<file path="src/design/r2h_pkg.sv">
// ----------------------------------------------------------------------------
// r2h_pkg: shared widths, constants and pipeline payload types
// Fixed-point sizing for the RGB to HSL converter and the structs that
// travel between its front end, divider pipeline and output stage.
// ----------------------------------------------------------------------------
package r2h_pkg;

    localparam int     CHANNEL_BITS  = 8;
    localparam int     HUE_FRAC_BITS = 4;

    localparam longint CHAN_FULL = (longint'(1) << CHANNEL_BITS) - 1;
    localparam longint HUE_STEP  = longint'(60) << HUE_FRAC_BITS;
    localparam longint HUE_TURN  = longint'(360) << HUE_FRAC_BITS;

    localparam int HUE_W  = $clog2(HUE_TURN);
    localparam int HQ_W   = $clog2(HUE_TURN + 1);
    localparam int SQ_W   = CHANNEL_BITS;
    localparam int DV_W   = CHANNEL_BITS + 1;
    localparam int SEC_W  = $clog2(6 * CHAN_FULL + 1);
    localparam int HR_W   = HQ_W + DV_W;
    localparam int SR_W   = SQ_W + DV_W;

    localparam int DIV_BITS   = (HQ_W > SQ_W) ? HQ_W : SQ_W;
    localparam int DIV_STEPS  = 2;
    localparam int DIV_STAGES = (DIV_BITS + DIV_STEPS - 1) / DIV_STEPS;

    typedef logic [CHANNEL_BITS-1:0] t_chan;

    typedef struct packed {
        logic [SEC_W-1:0] sector;
        t_chan            diff;
        t_chan            den;
        t_chan            lum;
        t_chan            alpha;
        logic             grey;
    } t_prep;

    typedef struct packed {
        logic [HR_W-1:0] hue_rem;
        logic [DV_W-1:0] hue_div;
        logic [HQ_W-1:0] hue_quo;
        logic [SR_W-1:0] sat_rem;
        logic [DV_W-1:0] sat_div;
        logic [SQ_W-1:0] sat_quo;
        t_chan           lum;
        t_chan           alpha;
        logic            grey;
    } t_div;

endpackage

</file>
<file path="src/design/r2h_prep.sv">
// ----------------------------------------------------------------------------
// r2h_prep: front end, two register stages
// Find max, min, sector and saturation denominator, then form the
// dividend and divisor of both divisions.
// ----------------------------------------------------------------------------
module r2h_prep import r2h_pkg::*; (
    input  logic  i_clk,
    input  logic  i_rst_n,
    input  logic  i_valid,
    output logic  o_stall,
    input  t_chan i_red,
    input  t_chan i_green,
    input  t_chan i_blue,
    input  t_chan i_alpha,
    output logic  o_valid,
    input  logic  i_stall,
    output t_div  o_data
);

    t_chan            mx;
    t_chan            mn;
    t_chan            diff;
    logic [DV_W-1:0]  sum;
    logic [SEC_W-1:0] sector;
    t_prep            n_a;
    t_prep            r_a;
    t_div             n_b;
    t_div             r_b;
    logic             r_a_vld;
    logic             r_b_vld;
    logic             en_a;
    logic             en_b;

    always_comb begin
        mx = i_red;
        if (i_green > mx) mx = i_green;
        if (i_blue > mx) mx = i_blue;
        mn = i_red;
        if (i_green < mn) mn = i_green;
        if (i_blue < mn) mn = i_blue;
        diff = mx - mn;
        sum  = {1'b0, mx} + {1'b0, mn};

        if (mx == i_red) begin
            if (i_green >= i_blue) begin
                sector = SEC_W'(i_green - i_blue);
            end else begin
                sector = SEC_W'(6 * diff) - SEC_W'(i_blue - i_green);
            end
        end else if (mx == i_green) begin
            sector = SEC_W'(2 * diff) + SEC_W'(i_blue) - SEC_W'(i_red);
        end else begin
            sector = SEC_W'(4 * diff) + SEC_W'(i_red) - SEC_W'(i_green);
        end

        n_a.sector = sector;
        n_a.diff   = diff;
        n_a.den    = (sum <= DV_W'(CHAN_FULL)) ? sum[CHANNEL_BITS-1:0]
                                               : t_chan'(DV_W'(2 * CHAN_FULL) - sum);
        n_a.lum    = sum[DV_W-1:1];
        n_a.alpha  = i_alpha;
        n_a.grey   = (diff == '0);
    end

    always_comb begin
        n_b.hue_rem = HR_W'(r_a.sector) * HR_W'(2 * HUE_STEP) + HR_W'(r_a.diff);
        n_b.hue_div = {r_a.diff, 1'b0};
        n_b.hue_quo = '0;
        n_b.sat_rem = SR_W'(r_a.diff) * SR_W'(2 * CHAN_FULL) + SR_W'(r_a.den);
        n_b.sat_div = {r_a.den, 1'b0};
        n_b.sat_quo = '0;
        n_b.lum     = r_a.lum;
        n_b.alpha   = r_a.alpha;
        n_b.grey    = r_a.grey;
    end

    assign en_b    = !r_b_vld || !i_stall;
    assign en_a    = !r_a_vld || en_b;
    assign o_stall = !en_a;
    assign o_valid = r_b_vld;
    assign o_data  = r_b;

    always_ff @(posedge i_clk) begin
        if (!i_rst_n) begin
            r_a_vld <= 1'b0;
            r_b_vld <= 1'b0;
        end else begin
            if (en_a) r_a_vld <= i_valid;
            if (en_b) r_b_vld <= r_a_vld;
        end
    end

    always_ff @(posedge i_clk) begin
        if (en_a) r_a <= n_a;
        if (en_b) r_b <= n_b;
    end

endmodule

</file>
<file path="src/design/r2h_div.sv">
// ----------------------------------------------------------------------------
// r2h_div: pipelined restoring divider pair
// Each stage resolves up to two quotient bits of the hue and the saturation
// division; both run side by side in the same stages.
// ----------------------------------------------------------------------------
module r2h_div import r2h_pkg::*; (
    input  logic i_clk,
    input  logic i_rst_n,
    input  logic i_valid,
    output logic o_stall,
    input  t_div i_data,
    output logic o_valid,
    input  logic i_stall,
    output t_div o_data
);

    t_div r_stg [DIV_STAGES];
    t_div n_stg [DIV_STAGES];
    t_div d_in  [DIV_STAGES];
    logic v_in  [DIV_STAGES];
    logic r_vld [DIV_STAGES];
    logic en    [DIV_STAGES];

    genvar g;
    generate
        for (g = 0; g < DIV_STAGES; g++) begin : g_stage
            if (g == 0) begin : g_first
                assign d_in[g] = i_data;
                assign v_in[g] = i_valid;
            end else begin : g_next
                assign d_in[g] = r_stg[g-1];
                assign v_in[g] = r_vld[g-1];
            end

            if (g == DIV_STAGES - 1) begin : g_last
                assign en[g] = !r_vld[g] || !i_stall;
            end else begin : g_mid
                assign en[g] = !r_vld[g] || en[g+1];
            end

            always_comb begin
                t_div            x;
                logic [HR_W-1:0] hsh;
                logic [SR_W-1:0] ssh;
                x   = d_in[g];
                hsh = '0;
                ssh = '0;
                for (int j = 0; j < DIV_STEPS; j++) begin
                    if (g * DIV_STEPS + j < HQ_W) begin
                        hsh = HR_W'(x.hue_div) << (HQ_W - 1 - (g * DIV_STEPS + j));
                        if (x.hue_rem >= hsh) begin
                            x.hue_rem = x.hue_rem - hsh;
                            x.hue_quo = {x.hue_quo[HQ_W-2:0], 1'b1};
                        end else begin
                            x.hue_quo = {x.hue_quo[HQ_W-2:0], 1'b0};
                        end
                    end
                    if (g * DIV_STEPS + j < SQ_W) begin
                        ssh = SR_W'(x.sat_div) << (SQ_W - 1 - (g * DIV_STEPS + j));
                        if (x.sat_rem >= ssh) begin
                            x.sat_rem = x.sat_rem - ssh;
                            x.sat_quo = {x.sat_quo[SQ_W-2:0], 1'b1};
                        end else begin
                            x.sat_quo = {x.sat_quo[SQ_W-2:0], 1'b0};
                        end
                    end
                end
                n_stg[g] = x;
            end

            always_ff @(posedge i_clk) begin
                if (!i_rst_n) begin
                    r_vld[g] <= 1'b0;
                end else if (en[g]) begin
                    r_vld[g] <= v_in[g];
                end
            end

            always_ff @(posedge i_clk) begin
                if (en[g]) r_stg[g] <= n_stg[g];
            end
        end
    endgenerate

    assign o_stall = !en[0];
    assign o_valid = r_vld[DIV_STAGES-1];
    assign o_data  = r_stg[DIV_STAGES-1];

endmodule

</file>
<file path="src/design/r2h_post.sv">
// ----------------------------------------------------------------------------
// r2h_post: output stage
// Wrap a hue that rounded to a full turn, zero hue and saturation for a
// grey pixel, and hold the result in the output register.
// ----------------------------------------------------------------------------
module r2h_post import r2h_pkg::*; (
    input  logic             i_clk,
    input  logic             i_rst_n,
    input  logic             i_valid,
    output logic             o_stall,
    input  t_div             i_data,
    output logic             o_valid,
    input  logic             i_stall,
    output logic [HUE_W-1:0] o_hue,
    output t_chan            o_saturation,
    output t_chan            o_luminance,
    output t_chan            o_alpha_out
);

    logic [HQ_W-1:0]  hq;
    logic [HUE_W-1:0] n_hue;
    t_chan            n_sat;
    logic [HUE_W-1:0] r_hue;
    t_chan            r_sat;
    t_chan            r_lum;
    t_chan            r_alpha;
    logic             r_vld;
    logic             en;

    always_comb begin
        hq = i_data.hue_quo;
        if (hq >= HQ_W'(HUE_TURN)) hq = hq - HQ_W'(HUE_TURN);
        n_hue = i_data.grey ? '0 : hq[HUE_W-1:0];
        n_sat = i_data.grey ? '0 : i_data.sat_quo;
    end

    assign en      = !r_vld || !i_stall;
    assign o_stall = !en;

    always_ff @(posedge i_clk) begin
        if (!i_rst_n) begin
            r_vld <= 1'b0;
        end else if (en) begin
            r_vld <= i_valid;
        end
    end

    always_ff @(posedge i_clk) begin
        if (en) begin
            r_hue   <= n_hue;
            r_sat   <= n_sat;
            r_lum   <= i_data.lum;
            r_alpha <= i_data.alpha;
        end
    end

    assign o_valid      = r_vld;
    assign o_hue        = r_hue;
    assign o_saturation = r_sat;
    assign o_luminance  = r_lum;
    assign o_alpha_out  = r_alpha;

endmodule

</file>
<file path="src/design/rgb_to_hsl_convert.sv">
// Pipeline: 2 front-end stages, 7 divider stages, 1 output register; each
// divider stage resolves up to two quotient bits of the 13-bit hue quotient.
// Throughput: one pixel per cycle; a stall holds the full stages behind the
// output, while an empty stage still takes the item before it.
// Reset: synchronous, active low; clears all stage valid bits.
// ----------------------------------------------------------------------------
// rgb_to_hsl_convert: streaming RGB to HSL pixel converter
// Hue in sixteenths of a degree, rounded saturation, floor luminance,
// alpha passed along with the pixel.
// ----------------------------------------------------------------------------
module rgb_to_hsl_convert import r2h_pkg::*; (
    input  logic             i_clk,
    input  logic             i_rst_n,
    input  logic             i_valid,
    output logic             o_stall,
    input  t_chan            i_red,
    input  t_chan            i_green,
    input  t_chan            i_blue,
    input  t_chan            i_alpha,
    output logic             o_valid,
    input  logic             i_stall,
    output logic [HUE_W-1:0] o_hue,
    output t_chan            o_saturation,
    output t_chan            o_luminance,
    output t_chan            o_alpha_out
);

    t_div prep_data;
    logic prep_valid;
    logic div_stall;
    t_div div_data;
    logic div_valid;
    logic post_stall;

    r2h_prep u_prep (
        .i_clk   (i_clk),
        .i_rst_n (i_rst_n),
        .i_valid (i_valid),
        .o_stall (o_stall),
        .i_red   (i_red),
        .i_green (i_green),
        .i_blue  (i_blue),
        .i_alpha (i_alpha),
        .o_valid (prep_valid),
        .i_stall (div_stall),
        .o_data  (prep_data)
    );

    r2h_div u_div (
        .i_clk   (i_clk),
        .i_rst_n (i_rst_n),
        .i_valid (prep_valid),
        .o_stall (div_stall),
        .i_data  (prep_data),
        .o_valid (div_valid),
        .i_stall (post_stall),
        .o_data  (div_data)
    );

    r2h_post u_post (
        .i_clk        (i_clk),
        .i_rst_n      (i_rst_n),
        .i_valid      (div_valid),
        .o_stall      (post_stall),
        .i_data       (div_data),
        .o_valid      (o_valid),
        .i_stall      (i_stall),
        .o_hue        (o_hue),
        .o_saturation (o_saturation),
        .o_luminance  (o_luminance),
        .o_alpha_out  (o_alpha_out)
    );

endmodule

</file>
<file path="config.mk">
export PLATFORM = sky130hd
export DESIGN_NAME = rgb_to_hsl_convert
export DESIGN_NICKNAME = d
export VERILOG_FILES = /design/src/design/r2h_pkg.sv /design/src/design/r2h_prep.sv /design/src/design/r2h_div.sv /design/src/design/r2h_post.sv /design/src/design/rgb_to_hsl_convert.sv
export SDC_FILE = /design/constraint.sdc
export NUM_CORES = 1
export LEC_CHECK = 0
export BUFFER_PORTS_ARGS = -buffer_cell sky130_fd_sc_hd__buf_2
export CORE_MARGIN = 8
export CORE_UTILIZATION = 55
export CTS_CLUSTER_DIAMETER = 30
export DETAILED_ROUTE_END_ITERATION = 6
export GPL_TIMING_DRIVEN = 0
export PLACE_DENSITY = 0.79
export SYNTH_ARGS = -nofsm -noshare
export SYNTH_HDL_FRONTEND = slang
export SYNTH_SLANG_ARGS = --single-unit
</file>
<file path="constraint.sdc">
create_clock -name i_clk -period 11.1 [get_ports i_clk]
set_input_delay 2.22 -clock i_clk [delete_from_list [all_inputs] [get_ports i_clk]]
set_output_delay 2.22 -clock i_clk [all_outputs]
set_load 0.005 [all_outputs]
</file>
# Word-level counts from Yosys, hierarchy flattened
# Memories as Yosys holds them, arrays and structs flattened.
# Cells that the tools add are included.
[totals]
ff_bits = 156
ram_bits = 672
input_bits = 36
memories = 2
[op_classes]
n_addsub = 34
n_mul = 3
order_cmp = 28
eq_ne = 2
mux = 87
n_bitwise = 7
n_reduce_logical = 23
[memory_table]
columns = ["memory", "depth", "width", "rd", "rd_clocked_by_memory_dff", "wr", "line", "rtl"]
rows = [
  ["u_div.r_stg", 7, 95, 7, 0, 7, "r2h_div.sv:17", "t_div r_stg [DIV_STAGES];"],
  ["u_div.r_vld", 7, 1, 7, 0, 7, "r2h_div.sv:21", "logic r_vld [DIV_STAGES];"],
]
[op_table]
columns = ["op", "count"]
rows = [
  ["2-to-1 mux 22 bit", 13],
  ["2-to-1 mux 17 bit", 8],
  ["2-to-1 mux 1 bit", 57],
  ["2-to-1 mux 8 bit", 5],
  ["2-to-1 mux 11 bit", 3],
  ["adder 22 x 8 -> 22 bit", 1],
  ["greater-or-equal comparator 22 x 10 -> 1 bit", 1],
  ["greater-or-equal comparator 22 x 11 -> 1 bit", 1],
  ["greater-or-equal comparator 22 x 12 -> 1 bit", 1],
  ["greater-or-equal comparator 22 x 13 -> 1 bit", 1],
  ["greater-or-equal comparator 22 x 14 -> 1 bit", 1],
  ["greater-or-equal comparator 22 x 15 -> 1 bit", 1],
  ["greater-or-equal comparator 22 x 16 -> 1 bit", 1],
  ["greater-or-equal comparator 22 x 17 -> 1 bit", 1],
  ["greater-or-equal comparator 22 x 18 -> 1 bit", 1],
  ["greater-or-equal comparator 22 x 19 -> 1 bit", 1],
  ["greater-or-equal comparator 22 x 20 -> 1 bit", 1],
  ["greater-or-equal comparator 22 x 21 -> 1 bit", 1],
  ["greater-or-equal comparator 22 x 9 -> 1 bit", 1],
  ["subtractor 11 x 8 -> 11 bit", 2],
  ["subtractor 22 x 10 -> 22 bit", 1],
  ["subtractor 22 x 11 -> 22 bit", 1],
  ["subtractor 22 x 12 -> 22 bit", 1],
  ["subtractor 22 x 13 -> 22 bit", 1],
  ["48 further kinds", 78],
]

# Longest topological paths before layout
[logic_depth]
depth_word = 13
ltp_mapped = 42
depth_no_buf = 39

# Modules after synthesis
# Synthesis repeated with hierarchy kept, for this count alone.
[hier_totals]
cells_unflattened = 3949
hier_area_um2 = 45976.6
[modules_own_cells]
columns = ["module", "n_inst", "cells_per_inst", "area_each_um2"]
rows = [
  ["r2h_div", 1, 2696, 32862.8],
  ["r2h_prep", 1, 1163, 11634.9],
  ["r2h_post", 1, 90, 1478.9],
]

# Worst setup path before layout
# No wires, ideal clock.
[synth_path]
kind = "input port to flip-flop"
startpoint = "input port i_red[7]"
endpoint = "register u_prep.r_a[43] in the netlist's numbering (data pin)"
setup_ns = 0.261
arrival_time_ns = 10.086
slack_ns = 0.753
cell_stages = 39
n_path_buf = 5
path_cell_list = "clkbuf_1 -> inv_1 -> ha_1 -> nand4_1 -> nor2_1 -> nor2_1 -> o21a_1 -> nor2_1 -> clkbuf_1 -> nor2_1 -> a21oi_1 -> ha_1 -> a21o_1 -> a221o_1 -> a221oi_1 -> a31o_2 -> clkbuf_1 -> buf_1 -> [... 3 more ...] -> ha_1 -> o21bai_1 -> a21oi_1 -> xnor2_1 -> ha_1 -> a21oi_1 -> o21bai_1 -> or3b_2 -> o21ai_0 -> xnor2_1 -> ha_1 -> a2111oi_0 -> o31ai_1 -> a21oi_1 -> xnor2_1 -> xnor2_1 -> a21oi_1 -> mux2i_1"
[synth_lines]
columns = ["item", "line", "rtl"]
rows = [
  ["from (decl)", "rgb_to_hsl_convert.sv:16", "input t_chan i_red,"],
  ["to (signal assigned)", "r2h_prep.sv:94", "if (en_a) r_a <= n_a;"],
  ["to (decl)", "r2h_prep.sv:26", "t_prep r_a;"],
]

==> flow_summary.rst <==
.. list-table::
   :header-rows: 1

   * - Metric
     - Value
   * - Total wire length after detailed routing
     - about 80,000 µm
   * - FF-to-FF setup slack
     - between 4000 and 5000 ps
   * - R2R cell count
     - 23
   * - Pin count of the biggest net entering global routing
     - 62
   * - Average wire per cell in the routed design
     - approximately 18 µm
   * - CP endpoint kind
     - flip-flop
   * - Horiz. Die Dim
     - roughly 280 µm
   * - Detailed placement HPWL
     - 57,800 µm
   * - Weighted congestion at the end of routability-driven global placement
     - approximately 0.93
   * - Ys flop type
     - edfxtp_1
   * - Critical register-to-register path startpoint
     - u_div.r_stg[0][74]
   * - Cell count after synthesis
     - 3,348
   * - Worst reg2reg path endpoint
     - u_div.r_stg[1][85]
   * - Cell accounting for the most synthesized area
     - edfxtp_1
   * - Detailed-routing iteration count for the pre-antenna-repair pass
     - 6
   * - Final Setup Violations
     - 0
   * - Via-per-instance ratio
     - just under 6
   * - Count of state elements after synthesis
     - ~590
   * - Total via count in the routed design
     - around 26,000
   * - Post-route antenna net violation count
     - 0
   * - Number of placement rows
     - 95
   * - Delay of the slowest cell on the worst path
     - between 500 and 600 ps
   * - Global router's overall resource usage
     - 0.204
   * - Number of H-tree levels
     - 3
   * - Register area share after synthesis
     - 0.470
   * - Sink count of the clock tree
     - 587
   * - Worst-Skew Late Latency
     - between 600 and 700 ps
   * - Mean cell area of the mapped netlist
     - 11.2 µm²
   * - Unrepaired setup endpoints after global routing
     - false
   * - Worst setup margin
     - 623 ps
   * - Timing-limited maximum frequency
     - 0.0955 GHz
   * - Clock skew
     - 39.8 ps
   * - Most numerous cell in the Yosys netlist
     - edfxtp_1
   * - First-pass GRT wire length
     - between 100,000 and 150,000 µm
   * - Cell with the largest stage delay on the worst path
     - fa_1
   * - Class of the worst hold path
     - reg2reg
   * - Run status
     - finished, final reports clean
   * - Placed Cells
     - roughly 4,300
   * - Clock transition at the registers of the reported paths
     - approximately 60 ps
   * - Clock tree from TritonCTS
     - done
   * - Final critical-path share of the clock period
     - 0.944
   * - Largest driver fanout on the critical path
     - 10
   * - Die area
     - about 77,000 µm²
   * - Post-synthesis to final-layout area growth
     - 13.3%
   * - Worst hold path cell count
     - 0
   * - Worst endpoint data arrival time
     - ~11,000 ps
   * - Max-Cap Viols
     - 0
   * - Residual overflow from global routing
     - 0
   * - Summed instance area of the synthesized netlist
     - ~37,000 µm²
   * - Min-Delay Startpoint
     - u_div.r_stg[1][20]
   * - Initial detailed-routing violation count
     - 1,994
   * - Post-Place Worst Slack
     - -1210 ps
   * - Unique cell type count in the Yosys netlist
     - between 90 and 100
   * - Worst Hold Path EP
     - u_div.r_stg[2][22]
   * - Share of the synthesized area in the top cell type
     - 0.468
   * - Most instantiated cells after synthesis
     - edfxtp_1, inv_1, ha_1
   * - Critical path type
     - in2reg
   * - Hold Vio Cnt, Final
     - 0
   * - Layout cell share with drive strength beyond 1
     - 0.105
   * - Number of nets in the synthesized netlist
     - between 3,000 and 4,000
   * - Worst-case clock buffer depth
     - 3
   * - Clock buffer count from CTS
     - just over 90
   * - Final layout net count
     - 3,980
   * - Top-level port count
     - 75
   * - Setup Total Neg Slack
     - 0 ps
   * - Synth area leaders
     - edfxtp_1, ha_1, fa_1, xnor2_1, inv_1
   * - Antenna violations before repair
     - 0
   * - CP Data Required Time
     - about 11,000 ps
   * - Final slew viol count
     - 0
   * - Slew Limit Headroom
     - 0.211
   * - Vertical extent of the die
     - approximately 280 µm
   * - Number of warnings reported in the yosys synthesis log
     - 0
   * - Remaining design rule violation count
     - 0
   * - Final cell count without fillers
     - around 4,500
   * - Startpoint kind of the worst setup timing path
     - input pin
   * - Port Buffer Count
     - 74
   * - Initial core utilization
     - 0.556
   * - Core Area
     - 67,300 µm²
   * - Slew of the pin with the lowest slew margin
     - roughly 1200 ps
   * - Post-layout minimum cycle time
     - roughly 10,000 ps
   * - Async S/R FF share, synth
     - 0
   * - Number of flops mapped to enable cells by yosys
     - about 600
   * - Library cell used as clock root buffer
     - clkbuf_16
   * - Number of global-route vias before repair
     - around 26,000
[layout by cell type, fill, tap and decap left out, drive strengths merged, types with 75 or more instances in the layout]
master,n
nor2b,75
fa,84
a21oi,211
clkbuf,136
o21ai,200
xnor2,170
inv,368
nor2,199
edfxtp,583
ha,334
nand2,199
xor2,84
buf,97
[what timing repair did]
| item | in CTS | in global routing |
|---|---|---|
| resized for setup | 9 | 6 |
| hold buffers | 0 | 0 |
| setup endpoints to repair | 4 | 4 |
| setup buffers | 2 | 0 |
| pin swaps | 1 | 0 |
[through the flow]
stage	cell area [µm²]	hold WS, ps	util
finish	42400	401	0.630
global route	42400	399	0.630
global placement	38900	400	0.578
CTS	42400	389	0.630
floorplan	37400	400	-
detailed placement	39100	405	0.581
[worst max path at each step]
| stage | to | from | cells past startpoint |
|---|---|---|---|
| after floorplan | u_prep.r_a[43] | i_red[7] | 39 |
| after global routing | u_prep.r_a[43] | i_red[7] | 40 |
| after detailed placement | u_prep.r_a[43] | i_red[7] | 40 |
| final | u_prep.r_a[43] | i_red[7] | 39 |
| after global placement | u_prep.r_a[43] | i_red[7] | 40 |
| after CTS | u_prep.r_a[43] | i_red[7] | 40 |
[state kept, by name (all words and copies together) (netlist names)]
name,flops
u_prep.o_valid,1
u_div.r_stg,434
u_prep.o_data,63
u_prep.r_a_vld,1
u_post.o_valid,1
u_post.o_luminance,8
u_div.r_vld,7
u_post.o_alpha_out,8
u_prep.n_b,32
u_post.o_hue,13
u_prep.r_a,11
u_post.o_saturation,8
[per-layer routing]
metal | global-route usage | wire, µm
met1 | 0.236 | 32000
met5 | 0 | 0
met2 | 0.375 | 40600
met3 | 0.0292 | 4200
met4 | 0.0886 | 3090
[cell families (layout without fill, tap and decap cells)]
kind of cell	Yosys count	in the layout	share of synthesized area
adders and majority gates	418	418	0.157
buffers and inverters	399	652	0.0407
xor gates and xnor gates	255	255	0.0601
AOI/OAI and AO/OA	735	735	0.124
DFF	587	587	0.470
muxes	103	103	0.0294
and+or+nand+nor	851	851	0.119
other	0	2	0
[worst max-delay path: cells and delay by family]
| family | cells | cell delay (ps) |
|---|---|---|
| buffers and inverters | 6 | 1470 |
| AO/OA/AOI/OAI | 13 | 2680 |
| XOR/XNOR | 5 | 790 |
| adder cells (fa/ha/maj) | 5 | 1870 |
| multiplexers | 1 | 90 |
| AND/OR/NAND/NOR | 9 | 1720 |
[final cells by class]
| type | instances | area (µm²) |
|---|---|---|
| Clock inverter | 71 | 835 |
| Sequential cell | 587 | 17600 |
| Buffer | 50 | 216 |
| Tap cell | 873 | 1090 |
| Timing Repair Buffer | 84 | 561 |
| Multi-Input combinational cell | 2362 | 18400 |
| Clock buffer | 99 | 2390 |
| Antenna cell | 2 | 5.00 |
| Inverter | 348 | 1310 |
| Fill cell | 4969 | 24900 |
Power is left out: the tool's default activity adds up to more than one toggle a clock period on the data nets, which glitch-free logic cannot reach.
